File: src/rtl/assert_macros.svh
// assertion macros used by the top rtl file of the pixel format converter
// no dependencies; take it in with an include of the bare file name
`ifndef ASSERT_MACROS_SVH
`define ASSERT_MACROS_SVH

// checked on every rising edge outside reset
`define PBR_ASSERT(lbl, clk, rst_n, prop, msg) \
  lbl: assert property (@(posedge clk) disable iff (!rst_n) prop) else $error(msg);

// checked on every rising edge, reset included
`define PBR_ASSERT_ALWAYS(lbl, clk, prop, msg) \
  lbl: assert property (@(posedge clk) prop) else $error(msg);

`endif

File: src/rtl/pbr_pkg.sv
// shared widths, types, register codes and scaling constants of the pixel converter
// no dependencies; imported by every other rtl file but assert_macros.svh
package pbr_pkg;

  localparam int unsigned PIX_W   = 32;
  localparam int unsigned CH_W    = 8;
  localparam int unsigned IDX_W   = 3;
  localparam int unsigned CFG_DW  = 8;
  localparam int unsigned BPP_W   = 3;
  localparam int unsigned OFF_W   = 5;
  localparam int unsigned LEN_W   = 6;
  localparam int unsigned N_W     = 3;
  localparam int unsigned P_W     = 15;
  localparam int unsigned RECIP_W = 17;
  localparam int unsigned PROD_W  = P_W + RECIP_W;
  localparam int unsigned R_W     = 16;
  localparam int unsigned SCALE_SHIFT = 16;

  typedef enum logic [IDX_W-1:0] {
    REG_BPP       = 3'd0,
    REG_RED_OFF   = 3'd1,
    REG_RED_LEN   = 3'd2,
    REG_GREEN_OFF = 3'd3,
    REG_GREEN_LEN = 3'd4,
    REG_BLUE_OFF  = 3'd5,
    REG_BLUE_LEN  = 3'd6
  } reg_idx_e;

  typedef struct packed {
    logic [OFF_W-1:0] offset;
    logic [LEN_W-1:0] length;
  } comp_cfg_t;

  typedef struct packed {
    logic [BPP_W-1:0] bpp;
    comp_cfg_t        red;
    comp_cfg_t        green;
    comp_cfg_t        blue;
  } cfg_t;

  // load enables of the stages inside a component pipe
  typedef struct packed {
    logic s2;
    logic s3;
    logic s4;
  } pipe_en_t;

  localparam logic [BPP_W-1:0] BPP_RESET       = 3'd4;
  localparam logic [OFF_W-1:0] RED_OFF_RESET   = 5'd16;
  localparam logic [OFF_W-1:0] GREEN_OFF_RESET = 5'd8;
  localparam logic [OFF_W-1:0] BLUE_OFF_RESET  = 5'd0;
  localparam logic [LEN_W-1:0] LEN_RESET       = 6'd8;
  localparam logic [LEN_W-1:0] LEN_FULL        = 6'd32;
  localparam logic [LEN_W-1:0] LEN_BYTE        = 6'd8;

  // floor(2^16 / (2^n - 1)) for field lengths 1..7, entry zero unused
  localparam logic [RECIP_W-1:0] RECIP [8] = '{
    17'd0,
    17'((2**SCALE_SHIFT) / 1),
    17'((2**SCALE_SHIFT) / 3),
    17'((2**SCALE_SHIFT) / 7),
    17'((2**SCALE_SHIFT) / 15),
    17'((2**SCALE_SHIFT) / 31),
    17'((2**SCALE_SHIFT) / 63),
    17'((2**SCALE_SHIFT) / 127)
  };

endpackage

File: src/rtl/pbr_if.sv
// valid/ready channel interfaces: raw pixel in, rgb888 out, register writes
// depends on pbr_pkg
interface pbr_pix_if;
  import pbr_pkg::*;
  logic            valid;
  logic            ready;
  logic [PIX_W-1:0] raw_pixel;
  modport source (output valid, output raw_pixel, input ready);
  modport sink   (input valid, input raw_pixel, output ready);
endinterface

interface pbr_rgb_if;
  import pbr_pkg::*;
  logic            valid;
  logic            ready;
  logic [CH_W-1:0] red_out;
  logic [CH_W-1:0] green_out;
  logic [CH_W-1:0] blue_out;
  modport source (output valid, output red_out, output green_out, output blue_out,
                  input ready);
  modport sink   (input valid, input red_out, input green_out, input blue_out,
                  output ready);
endinterface

interface pbr_cfg_if;
  import pbr_pkg::*;
  logic              valid;
  logic              ready;
  logic [IDX_W-1:0]  index;
  logic [CFG_DW-1:0] data;
  modport source (output valid, output index, output data, input ready);
  modport sink   (input valid, input index, input data, output ready);
endinterface

File: src/rtl/pbr_cfg_regs.sv
// configuration register file of the pixel converter
// depends on pbr_pkg and pbr_if
module pbr_cfg_regs (
  input  logic          clk_i,
  input  logic          rst_ni,
  pbr_cfg_if.sink       cfg_i,
  output pbr_pkg::cfg_t cfg_o
);
  import pbr_pkg::*;

  cfg_t cfg_q, cfg_d;

  assign cfg_i.ready = 1'b1;

  always_comb begin
    cfg_d = cfg_q;
    if (cfg_i.valid) begin
      unique case (cfg_i.index)
        REG_BPP:       cfg_d.bpp          = cfg_i.data[BPP_W-1:0];
        REG_RED_OFF:   cfg_d.red.offset   = cfg_i.data[OFF_W-1:0];
        REG_RED_LEN:   cfg_d.red.length   = cfg_i.data[LEN_W-1:0];
        REG_GREEN_OFF: cfg_d.green.offset = cfg_i.data[OFF_W-1:0];
        REG_GREEN_LEN: cfg_d.green.length = cfg_i.data[LEN_W-1:0];
        REG_BLUE_OFF:  cfg_d.blue.offset  = cfg_i.data[OFF_W-1:0];
        REG_BLUE_LEN:  cfg_d.blue.length  = cfg_i.data[LEN_W-1:0];
        default: ;
      endcase
    end
  end

  always_ff @(posedge clk_i or negedge rst_ni) begin
    if (!rst_ni) begin
      cfg_q.bpp          <= BPP_RESET;
      cfg_q.red.offset   <= RED_OFF_RESET;
      cfg_q.red.length   <= LEN_RESET;
      cfg_q.green.offset <= GREEN_OFF_RESET;
      cfg_q.green.length <= LEN_RESET;
      cfg_q.blue.offset  <= BLUE_OFF_RESET;
      cfg_q.blue.length  <= LEN_RESET;
    end else begin
      cfg_q <= cfg_d;
    end
  end

  assign cfg_o = cfg_q;

endmodule

File: src/rtl/pbr_comp.sv
// one colour component: field extract, then scale up or shift down to eight bits
// depends on pbr_pkg; stages two to four of the converter pipeline
module pbr_comp (
  input  logic                       clk_i,
  input  pbr_pkg::pipe_en_t          en_i,
  input  logic [pbr_pkg::PIX_W-1:0]  word_i,
  input  pbr_pkg::comp_cfg_t         cfg_i,
  output logic [pbr_pkg::CH_W-1:0]   comp_o
);
  import pbr_pkg::*;

  // stage two: shift and mask
  logic [LEN_W-1:0] len_c;
  logic [PIX_W-1:0] mask, field_d, field_q;
  logic [LEN_W-1:0] len2_q;

  always_comb begin
    len_c = (cfg_i.length > LEN_FULL) ? LEN_FULL : cfg_i.length;
    if (len_c == LEN_FULL) begin
      mask = '1;
    end else begin
      mask = (PIX_W'(1) << len_c[4:0]) - PIX_W'(1);
    end
    field_d = (word_i >> cfg_i.offset) & mask;
  end

  always_ff @(posedge clk_i) begin
    if (en_i.s2) begin
      field_q <= field_d;
      len2_q  <= len_c;
    end
  end

  // stage three: short fields get v*255 times reciprocal, long ones shift down
  logic              small_d, small3_q;
  logic [P_W-1:0]    p_d, p3_q;
  logic [PROD_W-1:0] prod_d, prod3_q;
  logic [LEN_W-1:0]  sh;
  logic [CH_W-1:0]   byte_d, byte3_q;
  logic [N_W-1:0]    n3_q;

  always_comb begin
    small_d = (len2_q[LEN_W-1:N_W] == '0) && (len2_q[N_W-1:0] != '0);
    p_d     = (P_W'(field_q[6:0]) << CH_W) - P_W'(field_q[6:0]);
    prod_d  = PROD_W'(p_d) * PROD_W'(RECIP[len2_q[N_W-1:0]]);
    sh      = len2_q - LEN_BYTE;
    if (len2_q[LEN_W-1:N_W] != '0) begin
      byte_d = CH_W'(field_q >> sh);
    end else begin
      byte_d = '0;
    end
  end

  always_ff @(posedge clk_i) begin
    if (en_i.s3) begin
      small3_q <= small_d;
      p3_q     <= p_d;
      prod3_q  <= prod_d;
      byte3_q  <= byte_d;
      n3_q     <= len2_q[N_W-1:0];
    end
  end

  // stage four: estimate is exact or one low, fix with one compare
  logic [CH_W-1:0] q0, q;
  logic [R_W-1:0]  qd, rem, div;
  logic [CH_W-1:0] comp_d, comp_q;

  always_comb begin
    q0  = prod3_q[SCALE_SHIFT +: CH_W];
    qd  = (R_W'(q0) << n3_q) - R_W'(q0);
    rem = R_W'(p3_q) - qd;
    div = (R_W'(1) << n3_q) - R_W'(1);
    q   = (rem >= div) ? q0 + CH_W'(1) : q0;
    comp_d = small3_q ? q : byte3_q;
  end

  always_ff @(posedge clk_i) begin
    if (en_i.s4) begin
      comp_q <= comp_d;
    end
  end

  assign comp_o = comp_q;

endmodule

File: src/rtl/pixel_bitfield_to_rgb888.sv
// Framebuffer pixel word to RGB888 converter, top level.
// Depends on pbr_pkg, pbr_if, pbr_cfg_regs, pbr_comp and assert_macros.svh.
//
// Channels: in_pix_i carries one raw pixel word a transfer, assembled
// little-endian; out_rgb_o carries red, green and blue at eight bits each;
// cfg_i writes the seven format registers (bytes per pixel, then offset and
// length of red, green, blue) and is always ready. Write it only while no
// word is in flight.
// Pipeline: a taken word passes four register stages in turn: byte mask,
// field extract, reciprocal multiply, correction into the output register.
// Throughput: one word a cycle unless stalled; multiply stage sets the clock.
// Reset: valid flags of all stages clear, registers return to a 32-bit
// xRGB layout (four bytes, red at 16, green at 8, blue at 0, eight bits each).
// Stall: when out_rgb_o is held off, stages advance into empty slots ahead,
// so new words are still taken until all four stages hold a word; only then
// does in_pix_i drop ready. Nothing is lost or repeated.
`include "assert_macros.svh"

module pixel_bitfield_to_rgb888 (
  input  logic      clk_i,
  input  logic      rst_ni,
  pbr_pix_if.sink   in_pix_i,
  pbr_rgb_if.source out_rgb_o,
  pbr_cfg_if.sink   cfg_i
);
  import pbr_pkg::*;

  cfg_t     cfg;
  pipe_en_t en;
  logic     en1;
  logic     v1_q, v2_q, v3_q, v4_q;
  logic     v1_d, v2_d, v3_d, v4_d;

  pbr_cfg_regs u_cfg (
    .clk_i  (clk_i),
    .rst_ni (rst_ni),
    .cfg_i  (cfg_i),
    .cfg_o  (cfg)
  );

  // a stage loads when it is empty or its contents move on
  always_comb begin
    en.s4 = !v4_q || out_rgb_o.ready;
    en.s3 = !v3_q || en.s4;
    en.s2 = !v2_q || en.s3;
    en1   = !v1_q || en.s2;
    v1_d  = en1   ? in_pix_i.valid : v1_q;
    v2_d  = en.s2 ? v1_q : v2_q;
    v3_d  = en.s3 ? v2_q : v3_q;
    v4_d  = en.s4 ? v3_q : v4_q;
  end

  assign in_pix_i.ready = en1;

  always_ff @(posedge clk_i or negedge rst_ni) begin
    if (!rst_ni) begin
      v1_q <= 1'b0;
      v2_q <= 1'b0;
      v3_q <= 1'b0;
      v4_q <= 1'b0;
    end else begin
      v1_q <= v1_d;
      v2_q <= v2_d;
      v3_q <= v3_d;
      v4_q <= v4_d;
    end
  end

  // stage one: keep only the valid low bytes
  logic [PIX_W-1:0] byte_mask, word_q;

  always_comb begin
    unique case (cfg.bpp)
      3'd0:    byte_mask = '0;
      3'd1:    byte_mask = PIX_W'(32'h0000_00ff);
      3'd2:    byte_mask = PIX_W'(32'h0000_ffff);
      3'd3:    byte_mask = PIX_W'(32'h00ff_ffff);
      default: byte_mask = '1;
    endcase
  end

  always_ff @(posedge clk_i) begin
    if (en1) begin
      word_q <= in_pix_i.raw_pixel & byte_mask;
    end
  end

  pbr_comp u_red (
    .clk_i  (clk_i),
    .en_i   (en),
    .word_i (word_q),
    .cfg_i  (cfg.red),
    .comp_o (out_rgb_o.red_out)
  );

  pbr_comp u_green (
    .clk_i  (clk_i),
    .en_i   (en),
    .word_i (word_q),
    .cfg_i  (cfg.green),
    .comp_o (out_rgb_o.green_out)
  );

  pbr_comp u_blue (
    .clk_i  (clk_i),
    .en_i   (en),
    .word_i (word_q),
    .cfg_i  (cfg.blue),
    .comp_o (out_rgb_o.blue_out)
  );

  assign out_rgb_o.valid = v4_q;

  `PBR_ASSERT(a_full_when_blocked, clk_i, rst_ni, !in_pix_i.ready |-> (v1_q && v2_q && v3_q && v4_q), "input held off with an empty stage")
  `PBR_ASSERT(a_take_lands, clk_i, rst_ni, (in_pix_i.valid && in_pix_i.ready) |=> v1_q, "accepted word missing from first stage")
  `PBR_ASSERT(a_stall_holds, clk_i, rst_ni, (v3_q && !en.s3) |=> v3_q, "stalled word dropped from multiply stage")
  `PBR_ASSERT_ALWAYS(a_reset_quiet, clk_i, !rst_ni |-> !out_rgb_o.valid, "result shown during reset")

endmodule
File: src/flat_wrapper.sv
// flat-port wrapper written by rule: the top's interface ports become plain ports
module pixel_bitfield_to_rgb888_flat import pbr_pkg::*;
  (clk_i, rst_ni, in_pix_i_valid, in_pix_i_raw_pixel, in_pix_i_ready, out_rgb_o_valid, out_rgb_o_red_out, out_rgb_o_green_out, out_rgb_o_blue_out, out_rgb_o_ready, cfg_i_valid, cfg_i_index, cfg_i_data, cfg_i_ready);
  pbr_pix_if in_pix_i_i ();
  pbr_rgb_if out_rgb_o_i ();
  pbr_cfg_if cfg_i_i ();
  input  logic clk_i;
  input  logic rst_ni;
  input wire logic [$bits(in_pix_i_i.valid)-1:0] in_pix_i_valid;
  input wire logic [$bits(in_pix_i_i.raw_pixel)-1:0] in_pix_i_raw_pixel;
  output wire logic [$bits(in_pix_i_i.ready)-1:0] in_pix_i_ready;
  output wire logic [$bits(out_rgb_o_i.valid)-1:0] out_rgb_o_valid;
  output wire logic [$bits(out_rgb_o_i.red_out)-1:0] out_rgb_o_red_out;
  output wire logic [$bits(out_rgb_o_i.green_out)-1:0] out_rgb_o_green_out;
  output wire logic [$bits(out_rgb_o_i.blue_out)-1:0] out_rgb_o_blue_out;
  input wire logic [$bits(out_rgb_o_i.ready)-1:0] out_rgb_o_ready;
  input wire logic [$bits(cfg_i_i.valid)-1:0] cfg_i_valid;
  input wire logic [$bits(cfg_i_i.index)-1:0] cfg_i_index;
  input wire logic [$bits(cfg_i_i.data)-1:0] cfg_i_data;
  output wire logic [$bits(cfg_i_i.ready)-1:0] cfg_i_ready;
  assign in_pix_i_i.valid = in_pix_i_valid;
  assign in_pix_i_i.raw_pixel = in_pix_i_raw_pixel;
  assign in_pix_i_ready = in_pix_i_i.ready;
  assign out_rgb_o_valid = out_rgb_o_i.valid;
  assign out_rgb_o_red_out = out_rgb_o_i.red_out;
  assign out_rgb_o_green_out = out_rgb_o_i.green_out;
  assign out_rgb_o_blue_out = out_rgb_o_i.blue_out;
  assign out_rgb_o_i.ready = out_rgb_o_ready;
  assign cfg_i_i.valid = cfg_i_valid;
  assign cfg_i_i.index = cfg_i_index;
  assign cfg_i_i.data = cfg_i_data;
  assign cfg_i_ready = cfg_i_i.ready;
  pixel_bitfield_to_rgb888 u_core (.clk_i(clk_i), .rst_ni(rst_ni), .in_pix_i(in_pix_i_i), .out_rgb_o(out_rgb_o_i), .cfg_i(cfg_i_i));
endmodule
File: config.mk
export PLATFORM = sky130hd
export DESIGN_NAME = pixel_bitfield_to_rgb888_flat
export DESIGN_NICKNAME = d
export VERILOG_FILES = /design/src/rtl/pbr_pkg.sv /design/src/rtl/pbr_if.sv /design/src/rtl/pbr_cfg_regs.sv /design/src/rtl/pbr_comp.sv /design/src/rtl/pixel_bitfield_to_rgb888.sv /design/src/flat_wrapper.sv
export VERILOG_INCLUDE_DIRS = /design/src /design/src/rtl
export SDC_FILE = /design/constraint.sdc
export NUM_CORES = 2
export LEC_CHECK = 0
export BUFFER_PORTS_ARGS = -buffer_cell sky130_fd_sc_hd__clkbuf_2
export CAP_MARGIN = 10
export CORE_MARGIN = 3
export CORE_UTILIZATION = 48
export CTS_BUF_LIST = sky130_fd_sc_hd__clkbuf_2
export CTS_CLUSTER_DIAMETER = 120
export DETAILED_ROUTE_END_ITERATION = 8
export PLACE_DENSITY = 0.65
export SYNTH_ARGS = -nofsm -noshare
export SYNTH_HDL_FRONTEND = slang
export SYNTH_HIERARCHICAL = 1
export SYNTH_SLANG_ARGS = --single-unit
File: constraint.sdc
create_clock -name clk_i -period 8.5 [get_ports clk_i]
set_clock_uncertainty 0.2 [all_clocks]
set_input_delay 1.275 -clock clk_i [delete_from_list [all_inputs] [get_ports clk_i]]
set_output_delay 1.275 -clock clk_i [all_outputs]
set_load 0.05 [all_outputs]
Word level (Yosys, flattened, before mapping)

Memory sizes are Yosys's and may differ from the RTL's.
Index checks and enable logic that the tools add are counted.

Register bits after elaboration: 363
ROM bits: 408
Input bits: 48
Output and inout port bits: 27
Logic and storage cells: 154
Memories kept: 3

Memories:

| memory           | words | bits a word | rd ports | clocked after memory_dff | write ports | RTL line       | RTL |
|---|---|---|---|---|---|---|---|
| (name not given) | 8     | 17          | 1        | 0                        | 0           | pbr_comp.sv:45 | `prod_d = PROD_W'(p_d) * PROD_W'(RECIP[len2_q[N_W-1:0]]);` |
| (name not given) | 8     | 17          | 1        | 0                        | 0           | pbr_comp.sv:45 |  |
| (name not given) | 8     | 17          | 1        | 0                        | 0           | pbr_comp.sv:45 |  |

$add $sub $neg: 21
Multipliers: 3
Magnitude comparators: 9
Equal/unequal tests: 12
Shift operators: 15
Mux-type cells: 19
Bitwise gates (word level): 7
Reductions and logical operators: 29

Operators with widths:

| kind                  | count |
|---|---|
| $and 32x32->32        | 4 |
| $pmux 32 s4           | 1 |
| $mux 17               | 6 |
| $mux 32               | 3 |
| $shl 1x5->32 const A  | 3 |
| $shr 32x5->32         | 3 |
| $shr 32x6->8          | 3 |
| $sub 32x2->32 const B | 3 |
| $mul 15x17->24        | 3 |
| $ge 16x16->1          | 3 |
| $mux 8                | 6 |
| $shl 1x3->16 const A  | 3 |
| $shl 8x3->16          | 3 |
| $sub 15x16->16        | 3 |
| $sub 16x2->16 const B | 3 |
| $sub 16x8->16         | 3 |
| $sub 15x7->15         | 3 |
| $add 8x1->8 const B   | 3 |
| $eq 6x6->1 const B    | 3 |
| $gt 6x6->1 const B    | 3 |
| $mux 6                | 3 |
| $reduce_bool 3->1     | 6 |
| $sub 6x4->6 const B   | 3 |
| $logic_not 3->1       | 5 |
| other kinds (9)       | 33 |

Logic depth before layout (Yosys ltp)

Depth after elaboration: 6
Depth in mapped cells: 29
Mapped depth without buffers: 28

By module

The synthesis kept the hierarchy.

By module, submodules not included:

| module                    | instances | cells each | area an instance (um^2) | sequential area each (um^2) |
|---|---|---|---|---|
| pbr_comp (u_core.u_green) | 1         | 1,522      | 13,730.7                | 2,432.3 |
| pbr_comp (u_core.u_blue)  | 1         | 1,546      | 13,691.9                | 2,432.3 |
| pbr_comp (u_core.u_red)   | 1         | 1,508      | 13,633.1                | 2,432.3 |
| pbr_cfg_regs              | 1         | 83         | 1,408.9                 | 908.4 |
| pixel_bitfield_to_rgb888  | 1         | 81         | 1,407.6                 | 1,061.0 |

Least setup slack after synthesis

No wires, ideal clock.

Path type: register to register
From: register u_core.u_blue.len2_q[0]
To: register u_core.u_blue.prod3_q[23] (data pin)
Data arrival time: 6.585 ns
Slack: 1.455 ns
Cell stages (with the launch flop): 28
Path buffers: 6
Clock period less this slack: 7.045 ns
Cells stage by stage: edfxtp_1 clkbuf_1 buf_2 buf_2 buf_2 nor3_1 clkbuf_1 nor2_1 clkbuf_1 nor2_1 ha_1 fa_1 inv_1 fa_1 inv_1 fa_1 fa_1 inv_1 fa_1 inv_1 ha_1 a211oi_1 a21oi_1 a211oi_1 o211ai_1 a31o_2 a21oi_1 xnor2_1

Longest elaborated chain between the ends: 5

RTL lines:

| element                                    | RTL line       | RTL |
|---|---|---|
| start, declared                            | pbr_comp.sv:15 | `logic [LEN_W-1:0] len2_q;` |
| start signal, assigned                     | pbr_comp.sv:30 | `len2_q <= len_c;` |
| $not 3->4 (not written as such)            | pbr_comp.sv:45 |  |
| $mem_v2 8x17                               | -              |  |
| $mux 17 (not written as such) (2 in a row) | pbr_comp.sv:45 |  |
| $mul 15x17->24                             | pbr_comp.sv:45 |  |
| via u_core.u_blue.prod_d[23]               | pbr_comp.sv:37 | `logic [PROD_W-1:0] prod_d, prod3_q;` |
| end signal, assigned                       | pbr_comp.sv:58 | `prod3_q <= prod_d;` |
| end, declared                              | pbr_comp.sv:37 |  |

The timed path passes the listed nets, and every way through them passes these cells. The select of a mux whose other input is x is not followed.
A chain may end at the register's enable or synchronous reset.

Worst setup path in the final report

From: register u_core.u_red.field_q[0]
To: register u_core.u_red.prod3_q[23] (data pin)

Longest elaborated chain between the ends: 2

RTL lines:

| element                     | RTL line       | RTL |
|---|---|---|
| start, declared             | pbr_comp.sv:14 | `logic [PIX_W-1:0] mask, field_d, field_q;` |
| start signal, assigned      | pbr_comp.sv:29 | `field_q <= field_d;` |
| $sub 15x7->15               | pbr_comp.sv:44 | `p_d = (P_W'(field_q[6:0]) << CH_W) - P_W'(field_q[6:0]);` |
| via u_core.u_red.p_d[4]     | pbr_comp.sv:36 | `logic [P_W-1:0] p_d, p3_q;` |
| $mul 15x17->24              | pbr_comp.sv:45 |  |
| via u_core.u_red.prod_d[23] | pbr_comp.sv:37 |  |
| end signal, assigned        | pbr_comp.sv:58 |  |
| end, declared               | pbr_comp.sv:37 |  |

The timed path passes the listed nets, and every way through them passes these cells.

==> impl_metrics.yaml <==
cells_and_area:
  fin_area_mm2: 0.0462
  drive_above_1_share: 0.114
  area_delta_synth_final_pct: 5.28
  final_nets: 5616
global_routing:
  grt_max_degree: 79
  gr-total-overflow: 0
  grt_pass1_vias: 33500
  grtUsageTotal: 0.239
  antenna_found_initial: 3
  grt_pass1_wl_um: 182000
synthesis:
  ys_warn_count: 6
  synth_most_common_cell: "inv_1"
  netlist_instances: 4740
  seq_area_frac_synth: 0.211
  synth-xor-area-share: 0.0248
  yosys.area_share.simple: 0.139
  netlist.area_leader.share: 0.188
  synthAdderAreaFrac: 0.300
  synth_area_leaders: "edfxtp_1 (19%), fa_1 (19%), ha_1 (11%)"
  synth_edf_count: 275
  synth_ff_type: "edfxtp_1"
  muxShareOfSynthArea: 0.120
  netlist_top_cells_count: "inv_1 (726), nor2_1 (495), fa_1 (411), nand2_1 (404), ha_1 (396)"
  synth_top_family_by_area: "adder cells"
  yosys.area.top_type: "edfxtp_1"
  synth_compound_area_frac: 0.116
  async_reset_ff_frac: 0.127
  synth_area_mm2: 0.0439
  syn_avg_cell_area_um2: 9.26
  synth_cell_types: 110
  ys_ff_latch: 315
clock_tree:
  cts_max_path_buffers: 3
  clk_pin_slew_ns: 0.09
  clock-root-buffer: "clkbuf_2"
  cts_tree: "done"
  insertion_delay_ns: 1.16
  ctsHtreeMaxLevel: 3
  postCtsSetupBuffers: 0
  clock-sinks: 315
  cts_buffers: 84
place:
  gp_congestion: 0.958
  post_dp_cell_area_mm2: 0.0453
  port_buffers: 71
  hpwl_um: 89200
route:
  firstDrtPassIters: 6
  wl_per_cell_um: 18.9
  initialDrtViolationCount: 2979
  viasPerCell: 5.72
  antenna_left: 0
  wl_um: 113000
  vias: 34300
  drc: 0
die:
  io_pins: 75
  die_h_um: 308
  die_w_um: 308
  start_util: 0.486
  dieArea_mm2: 0.0951
  core_mm2: 0.0903
  num_rows: 110
critical_path:
  critPathMaxStageDelay_ns: 0.56
  reg2reg_depth: 26
  cp.required_ns: 9.14
  critical_path_arrival_ns: 8.37
  crit_fanout: 10
  cp.depth: 26
  critPathKind: "register to register"
  start_kind: "register"
  critPathBufInv: 8
  cp-end-kind: "register"
  crit_slowest_cell: "fa_1"
  cp_common_cell: "fa_1"
  crit_family: "adder cells"
run:
  max_cap_viol_count: 0
run_status:
  outcome: "complete, no violations"
timing:
  period_share: 0.910
  maxSlewHeadroom: 0.222
  drv_slew: 0
  fmax_mhz: 129
  period_minus_slack_ns: 7.73
  tightestPinTransition_ns: 1.17
  holdWs_ns: 0.213
  setup-tns-final_ns: 0
  setup_viol: 0
  hold_viol: 0
  rsz0062_at_grt: "no"
worst_hold_path:
  min_path_type: "input pin to register"
  hold_depth: 2
==> worst register-to-register path, stage by stage, from the launching register on <==
cell       delay (ns)
edfxtp_1         0.33
buf_4            0.22
clkinv_1         0.30
ha_1             0.38
nor2b_1          0.18
nor2b_1          0.17
xor2_1           0.15
buf_4            0.20
inv_1            0.15
nand2_1          0.18
fa_1             0.56
fa_1             0.50
inv_1            0.06
fa_1             0.48
fa_1             0.51
fa_1             0.49
inv_1            0.05
fa_1             0.48
inv_1            0.05
ha_1             0.19
a2111oi_0        0.41
buf_4            0.20
a311o_1          0.24
nand2_1          0.11
or4_1            0.42
a31oi_1          0.21
xnor2_1          0.10
==> what timing repair did <==
action                                 in CTS  in global routing
hold buffers                                1                  0
endpoints found under the hold margin      32                  0
gates resized for setup                     0                  0
==> layout by cell type (no fill, tap or decap), types with 14 or more instances in the layout <==
cell type	Yosys	final
a211oi_1	96	96
a21o_1	39	39
a21oi_1	248	248
a221oi_1	15	15
a31oi_1	44	44
and2_1	25	25
and3_1	24	24
buf_4	11	89
clkbuf_2	0	175
clkinv_1	7	30
conb_1	4	22
dfrtp_1	34	34
edfxtp_1	275	275
fa_1	411	411
ha_1	396	396
inv_1	726	726
mux2_2	83	83
mux2i_1	181	181
mux4_2	99	99
nand2_1	404	404
nand2b_1	41	41
nand3_1	46	46
nand4_1	14	14
nor2_1	495	495
nor2b_1	77	77
nor3_1	79	79
o211ai_1	16	16
o21a_1	24	24
o21ai_0	172	172
o22ai_1	14	14
o31ai_1	14	14
or2_2	20	20
or3_1	29	29
xnor2_1	79	79
xor2_1	41	41
==> final timing paths <==
| kind | startpoint | end | slack, ns |
|---|---|---|---|
| hold / removal | in_pix_i_valid | u_core/v1_q$_DFFE_PN0P_ | 0.21 |
| setup reg to reg | u_core/u_red/field_q[0]$_DFFE_PP_ | u_core/u_red/prod3_q[23]$_DFFE_PP_ | 0.77 |
| setup / recovery | u_core/u_red/field_q[0]$_DFFE_PP_ | u_core/u_red/prod3_q[23]$_DFFE_PP_ | 0.77 |
| min in group asynchronous | rst_ni | u_core/u_cfg/cfg_o[29]$_DFFE_PN0P_ | 0.53 |
| hold reg to reg | u_core/v1_q$_DFFE_PN0P_ | u_core/v2_q$_DFFE_PN0P_ | 0.30 |
| max in group asynchronous | rst_ni | u_core/v3_q$_DFFE_PN0P_ | 7.06 |
==> state kept, by name, summed over array words and instances (netlist names), 15 cells and up <==
name,count
u_core/u_blue/field_q,32
u_core/u_blue/p3_q,15
u_core/u_cfg/cfg_o,36
u_core/u_green/field_q,32
u_core/u_green/p3_q,15
u_core/u_red/field_q,32
u_core/u_red/p3_q,15
u_core/word_q,32
==> per-layer routing <==
metal / routed length [um] / up-vias / GRT usage / part of all wire
li1: - / 16200 / - / -
met1: 48600 / 16600 / 0.332 / 0.43
met2: 53200 / 1246 / 0.388 / 0.47
met3: 7750 / 244 / 0.0339 / 0.068
met4: 3660 / 4 / 0.0790 / 0.032
met5: 27 / - / 0 / 0.00024
==> metrics by stage <==
step | util | std cells | setup slack [ns]
after floorplan | - | 4758 | 1.46
after global placement | 0.502 | 5850 | 0.821
after detailed placement | 0.502 | 5850 | 0.752
after CTS | 0.512 | 5994 | 0.768
after global routing | 0.512 | 5995 | 0.369
final | 0.512 | 5996 | 0.766
==> area by class of cell <==
class | count | area (um2)
inverters | 738 | 2770
well taps | 1176 | 1470
clock inverters | 39 | 308
fillers | 8511 | 44100
clock buffers | 104 | 520
flip-flops and latches | 315 | 9270
multi-input cells | 3461 | 30800
diodes | 2 | 5.00
repair buffers | 161 | 1030
==> cell families (layout without fill, tap and decap cells) <==
| group | Yosys count | count (layout) |
|---|---|---|
| AND/OR/NAND/NOR | 1329 | 1329 |
| other | 4 | 24 |
| AO/OA/AOI/OAI | 798 | 798 |
| adder cells (fa/ha/maj) | 807 | 807 |
| XOR/XNOR | 122 | 122 |
| buffers and inverters | 982 | 1042 |
| flip-flops | 315 | 315 |
| multiplexers | 383 | 383 |
Power is left out: the tool's default activity adds up to more than one toggle a clock period on the data nets, which glitch-free logic cannot reach.
